$ cat config.mk
export PLATFORM = sky130hd
export DESIGN_NAME = skt_cell
export DESIGN_NICKNAME = d
export VERILOG_FILES = /design/src/rtl/skt_pkg.sv /design/src/rtl/skt_cell.sv
export SDC_FILE = /design/constraint.sdc
export NUM_CORES = 1
export LEC_CHECK = 0
export BUFFER_PORTS_ARGS = -buffer_cell sky130_fd_sc_hd__buf_2
export CAP_MARGIN = 20
export CORE_MARGIN = 5
export CORE_UTILIZATION = 30
export DETAILED_ROUTE_END_ITERATION = 6
export GPL_TIMING_DRIVEN = 0
export MAX_ROUTING_LAYER = met4
export REMOVE_ABC_BUFFERS = 1
export SLEW_MARGIN = 20
export SYNTH_ARGS = -nofsm -noshare
export SYNTH_HDL_FRONTEND = slang
export SYNTH_SLANG_ARGS = --single-unit
export TNS_END_PERCENT = 30
$ cat constraint.sdc
create_clock -name clk -period 8.4 [get_ports clk]
set_clock_uncertainty 0.2 [all_clocks]
set_input_delay 0.42 -clock clk [delete_from_list [all_inputs] [get_ports clk]]
set_output_delay 0.42 -clock clk [all_outputs]
set_load 0.02 [all_outputs]
$ cat src/rtl/skt_pkg.sv
`timescale 1ns / 1ps
// Shared types and codes for the sorted key table: item structs, action and status codes.
package skt_pkg;

    localparam int ACTION_W = 2;
    localparam int IN_KEY_W = 30;
    localparam int IN_TAG_W = 16;
    localparam int RANK_W   = 6;
    localparam int STATUS_W = 2;
    localparam int OUT_KEY_W = 30;
    localparam int OUT_TAG_W = 16;
    localparam int OUT_CNT_W = 7;

    localparam logic [ACTION_W-1:0] ACT_INSERT = 2'd0;
    localparam logic [ACTION_W-1:0] ACT_DELETE = 2'd1;
    localparam logic [ACTION_W-1:0] ACT_READ   = 2'd2;
    localparam logic [ACTION_W-1:0] ACT_NOP    = 2'd3;

    localparam logic [STATUS_W-1:0] ST_OK        = 2'd0;
    localparam logic [STATUS_W-1:0] ST_NOT_FOUND = 2'd1;
    localparam logic [STATUS_W-1:0] ST_FULL      = 2'd2;
    localparam logic [STATUS_W-1:0] ST_BAD_RANK  = 2'd3;

    typedef struct packed {
        logic [ACTION_W-1:0] action;
        logic [IN_KEY_W-1:0] key;
        logic [IN_TAG_W-1:0] tag;
        logic [RANK_W-1:0]   rank;
    } skt_cmd_t;

    typedef struct packed {
        logic [STATUS_W-1:0]  status;
        logic [OUT_KEY_W-1:0] out_key;
        logic [OUT_TAG_W-1:0] out_tag;
        logic [OUT_CNT_W-1:0] entry_count;
    } skt_result_t;

    // Per-cycle control broadcast to every cell of the row.
    typedef struct packed {
        logic capture;
        logic do_insert;
        logic do_delete;
    } skt_ctrl_t;

endpackage

$ cat src/rtl/skt_cell.sv
`timescale 1ns / 1ps
// One storage cell of the sorted row: a record, its valid bit and its compare flags.
module skt_cell #(
    parameter int KEY_BITS = 30,
    parameter int TAG_BITS = 16,
    parameter int INDEX    = 0
) (
    input  logic                      clk,
    input  logic                      rst_n,
    input  skt_pkg::skt_ctrl_t        ctrl,
    input  logic [KEY_BITS-1:0]       op_key,
    input  logic [TAG_BITS-1:0]       op_tag,
    input  logic [skt_pkg::RANK_W-1:0] op_rank,
    input  logic                      left_valid,
    input  logic                      left_gt,
    input  logic [KEY_BITS-1:0]       left_key,
    input  logic [TAG_BITS-1:0]       left_tag,
    input  logic                      right_valid,
    input  logic [KEY_BITS-1:0]       right_key,
    input  logic [TAG_BITS-1:0]       right_tag,
    output logic                      valid,
    output logic                      gt,
    output logic                      eq,
    output logic                      hit,
    output logic [KEY_BITS-1:0]       key,
    output logic [TAG_BITS-1:0]       tag
);
    import skt_pkg::*;

    localparam bit REACHABLE = (INDEX < (1 << RANK_W));

    logic                valid_reg, valid_next;
    logic [KEY_BITS-1:0] key_reg, key_next;
    logic [TAG_BITS-1:0] tag_reg, tag_next;
    logic                gt_reg, ge_reg, eq_reg, hit_reg;

    // Insert: cells above the insertion point take their left neighbor, the
    // insertion point takes the new record. Delete: every cell at or above the
    // first match takes its right neighbor.
    always_comb
    begin
        valid_next = valid_reg;
        key_next   = key_reg;
        tag_next   = tag_reg;
        if (ctrl.do_insert)
        begin
            valid_next = valid_reg | left_valid;
            if (left_gt)
            begin
                key_next = left_key;
                tag_next = left_tag;
            end
            else if (gt_reg || (!valid_reg && left_valid))
            begin
                key_next = op_key;
                tag_next = op_tag;
            end
        end
        else if (ctrl.do_delete && ge_reg)
        begin
            valid_next = right_valid;
            key_next   = right_key;
            tag_next   = right_tag;
        end
    end

    always_ff @(posedge clk or negedge rst_n)
    begin
        if (!rst_n)
        begin
            valid_reg <= 1'b0;
        end
        else
        begin
            valid_reg <= valid_next;
        end
    end

    always_ff @(posedge clk)
    begin
        key_reg <= key_next;
        tag_reg <= tag_next;
        if (ctrl.capture)
        begin
            gt_reg  <= valid_reg && (key_reg > op_key);
            ge_reg  <= valid_reg && (key_reg >= op_key);
            eq_reg  <= valid_reg && (key_reg == op_key);
            hit_reg <= valid_reg && REACHABLE && (op_rank == RANK_W'(INDEX));
        end
    end

    assign valid = valid_reg;
    assign gt    = gt_reg;
    assign eq    = eq_reg;
    assign hit   = hit_reg;
    assign key   = key_reg;
    assign tag   = tag_reg;

endmodule

==> Word level (Yosys, flattened, before mapping) <==
Index checks and enable logic that the tools add are counted.
{ "word_totals": {"register_bits": 51, "wordCells": 33} }
{ "classes": {"n_lt_le_gt_ge": 2, "eq_ne": 2, "muxes": 10, "bitwise": 1, "reduce_logical": 11} }
{ "ops": {"columns": ["operator", "n"], "rows": [
  ["30-bit 2-to-1 mux", 4],
  ["16-bit 2-to-1 mux", 4],
  ["30-bit equality test", 1],
  ["30-bit greater-or-equal comparator", 1],
  ["30-bit > comparator", 1],
  ["1-bit logical AND", 6],
  ["6-bit zero test", 1],
  ["3-bit by 1-bit != test with 1-bit output, second input constant", 1],
  ["1-bit 2-to-1 mux", 2],
  ["2-bit AND reduction", 1],
  ["2-bit nonzero test", 1],
  ["1-bit zero test", 1],
  ["1-bit logical OR", 1],
  ["1-bit OR", 1]
]} }

==> Logic depth before layout (Yosys ltp) <==
{ "logic_depth": {"word_depth": 6, "ltp_mapped": 8, "depth_no_buf": 8} }

==> Worst setup path before layout <==
OpenSTA, ideal clock, no wires.
{ "synth_path": {"kind": "input to register", "startpoint": "input left_gt", "endpoint": "register key_reg[0], in the netlist key[0] (enable)", "setup_ps": 465, "t_arrival_ps": 3292, "setup_slack_ps": 4443, "path_stages": 4, "cell_sequence": "buf_2 -> buf_2 -> nor3_1 -> a21oi_1"} }
{ "synth_via": {"elab_chain_cells": 2} }
{ "synth_rtl": {"columns": ["item", "line_no", "text"], "rows": [
  ["start: declaration", "skt_cell.sv:15", "input logic left_gt,"],
  ["3-bit by 1-bit != test with 1-bit output (no source line)", null, null],
  ["2-bit AND reduction (no source line)", null, null],
  ["end signal: assignment", "skt_cell.sv:81", "key_reg <= key_next;"],
  ["end: declaration", "skt_cell.sv:33", "logic [KEY_BITS-1:0] key_reg, key_next;"]
]} }
Every way passes these cells.
A chain may end at the register's enable or synchronous reset.

==> Worst setup path in the final report <==
{ "layout_path": {"startpoint": "register key_reg[25], in the netlist key[25]", "endpoint": "register gt_reg, in the netlist gt (data pin)"} }
{ "layout_via": {"elab_chain_cells": 2} }
{ "layout_rtl": {"columns": ["item", "line_no", "text"], "rows": [
  ["30-bit > comparator", "skt_cell.sv:85", "gt_reg <= valid_reg && (key_reg > op_key);"],
  ["1-bit logical AND", "skt_cell.sv:85", null],
  ["end signal: assignment", "skt_cell.sv:85", null],
  ["end: declaration", "skt_cell.sv:35", "logic gt_reg, ge_reg, eq_reg, hit_reg;"]
]} }
Every way passes these cells.

==> results.toml <==
[pwr]
p_leak_nw = 2.300
peakVddDrop_uv = 86.80
powerDensity_nw_per_um2 = 145.8

[global_route]
grt_max_degree = 57
grt_usage_pct = 14.16
globalRoute.totalOverflow = 0
grt_pass1_wl_um = 14660
antenna_found_initial = 0
grt_pass1_vias = 3160

[critical_path]
required_ns = 8.26
crit_arrival_ns = 2.09
critPathMostFrequentCell = "nand2_1"
r2r.worst_path.cells = 7
slowest_delay_ns = 0.39
critical_path_class = "reg -> reg"
critPathBufInv = 0
worstSetupStartpointType = "register"
critical-path-top-delay-family = "simple AND/OR/NAND/NOR gates"
cp_cell_sequence = "ha_1 > nand4_2 > nor4_2 > and3_4 > nand2_1 > nand2_1 > o32ai_2"
endpoint_kind = "register"
crit_fanout = 4
crit_slowest_cell = "edfxtp_1"
cp.depth = 7

[timing]
drv_slew = 0
finalSetupTns_ns = 0
tightest_slew_ns = 0.8150
fmax_mhz = 447.7
rsz0062_at_grt = "no"
min_period_ns = 2.234
post-route-period-util_pct = 26.59
setup_slack_ns = 6.166
hold_viol = 0
slew_headroom_pct = 45.67
holdWs_ns = 0.1746
setup_viol = 0

[yosys]
ys.warnings.count = 0
ys_dominant_reg_cell = "edfxtp_1"
synth_cells = 327
synth_area_per_cell_um2 = 10.22
synth_edf_count = 50
yosysSeqAreaShare_pct = 45.69
yosys.area.top_type_share_pct = 44.94
yosysUniqueCellTypes = 37
ys_seq_elements = 51
synth_area_leaders = "edfxtp_1, mux2i_1, ha_1"
yosysMostFrequentCell = "a21oi_1"
synth_common_cells = "a21oi_1, edfxtp_1, nor2_1"
syn_area_um2 = 3341
yosysTopAreaCell = "edfxtp_1"
async_flop_share_pct = 1.961

[placement]
io_buffers = 201
gp_congestion = 0.7615
dp_slack_ns = 5.963
dp_hpwl_um = 7763

[worst_hold_path]
hold_class = "in -> reg"
whs_path_depth = 1

[clocking]
cts_resized = 0
clkLatencyLatePin_ns = 0.31
clkSinkCount = 51
clockBufferDepth = 2
clockRootBuffer = "clkbuf_8"
h-tree-depth = 2
cts_hold_buf = 1
cts_tree = "built"
cts.clk_slew.worst_paths_ns = 0.10
cts_buffers = 5
cts_setup_buffers = 0

[detailed_routing]
drt_iter0_drc = 93
ant_nets = 0
vias = 3085
vias_per_cell = 4.646
avgRoutedWirePerCell_um = 14.20
routed_wl_um = 9427
drc_errors = 0
first_pass_iters = 4

[finish]
syn_to_final_growth_pct = 38.91
regArea_um2 = 1526
nets = 705
drive_gt1_share_pct = 41.79
largest_reg_flops = 30
fillCellCount = 1104
post-route-util_pct = 42.62
antenna_cells = 0
multiInputGateArea_um2 = 1643

[floorplanning]
chipWidth_um = 115.5
dieHeight_um = 115.5
dieArea_um2 = 13350
design.core.area_um2 = 10890
initial_core_util_pct = 30.68
rows = 38
ios = 202

[run_status]
status = "complete, no violations"

[flow_run]
maxCapViolCount = 0
==> layout make-up <==
cell class / instances / share of cell area (%)
clock buffers: 5 / 1.483
inverters: 31 / 2.507
clock inverters: 3 / 0.3235
repair buffers: 205 / 23.62
flip-flops and latches: 51 / 32.89
well taps: 140 / 3.775
multi-input cells: 229 / 35.40
==> power breakdown <==
group / leakage (nW) / switching (W) / internal, W
Combinational: 1.76 / 0.000118 / 0.0000903
Sequential: 0.496 / 0.0000124 / 0.000313
Clock: 0.0392 / 0.0000853 / 0.0000569
==> kinds of logic (layout without fill, tap and decap cells) <==
family                   count (synthesis)  in the layout  share of synthesized area [%]
buffers and inverters                   47            244                          5.468
AND/OR/NAND/NOR                         76             76                          10.86
multiplexers                            46             46                          13.78
AO/OA/AOI/OAI                           77             77                          12.96
flip-flops                              51             51                          45.69
adder cells (fa/ha/maj)                 30             30                          11.24
==> routing by layer <==
metal	track usage (%)	vias up	wire [um]
met2	24.34	119	4668
met4	3.521	0	70
met5	-	-	0
li1	-	1582	-
met1	17.04	1377	3943
met3	2.872	7	744
==> worst paths after layout <==
| check | end | from | slack [ns] |
|---|---|---|---|
| max in group asynchronous | valid | rst_n | 7.72 |
| setup / recovery | gt | key[25] | 6.17 |
| setup reg to reg | gt | key[25] | 6.17 |
| min in group asynchronous | valid | rst_n | 0.20 |
| hold reg to reg | valid | ge_reg | 0.42 |
| hold / removal | ge_reg | ctrl[2] | 0.17 |
==> stage by stage <==
step / total power [W] / cells / cell area [um2]
2_1_floorplan: 0.0004407 / 311 / 3274
4_1_cts: 0.0006886 / 664 / 4641
3_3_place_gp: 0.0005329 / 652 / 4456
5_1_grt: 0.0007207 / 664 / 4641
3_5_place_dp: 0.0005434 / 655 / 4547
6_report: 0.0006767 / 664 / 4641
==> layout by cell type, fill, tap and decap left out, types with 2 or more instances in the layout <==
cell      instances
clkinv_1          2
clkbuf_8          5
buf_4             2
nand4_2           2
buf_2           199
nor4_2            2
o21ai_0           2
ha_1             30
mux2i_1          46
inv_1            31
nor3_1            2
nor2_1           50
buf_16            2
nand2_1           8
nand4_1           4
edfxtp_1         50
a21oi_1          61
Note: power is estimated with default switching activity, not from simulation.
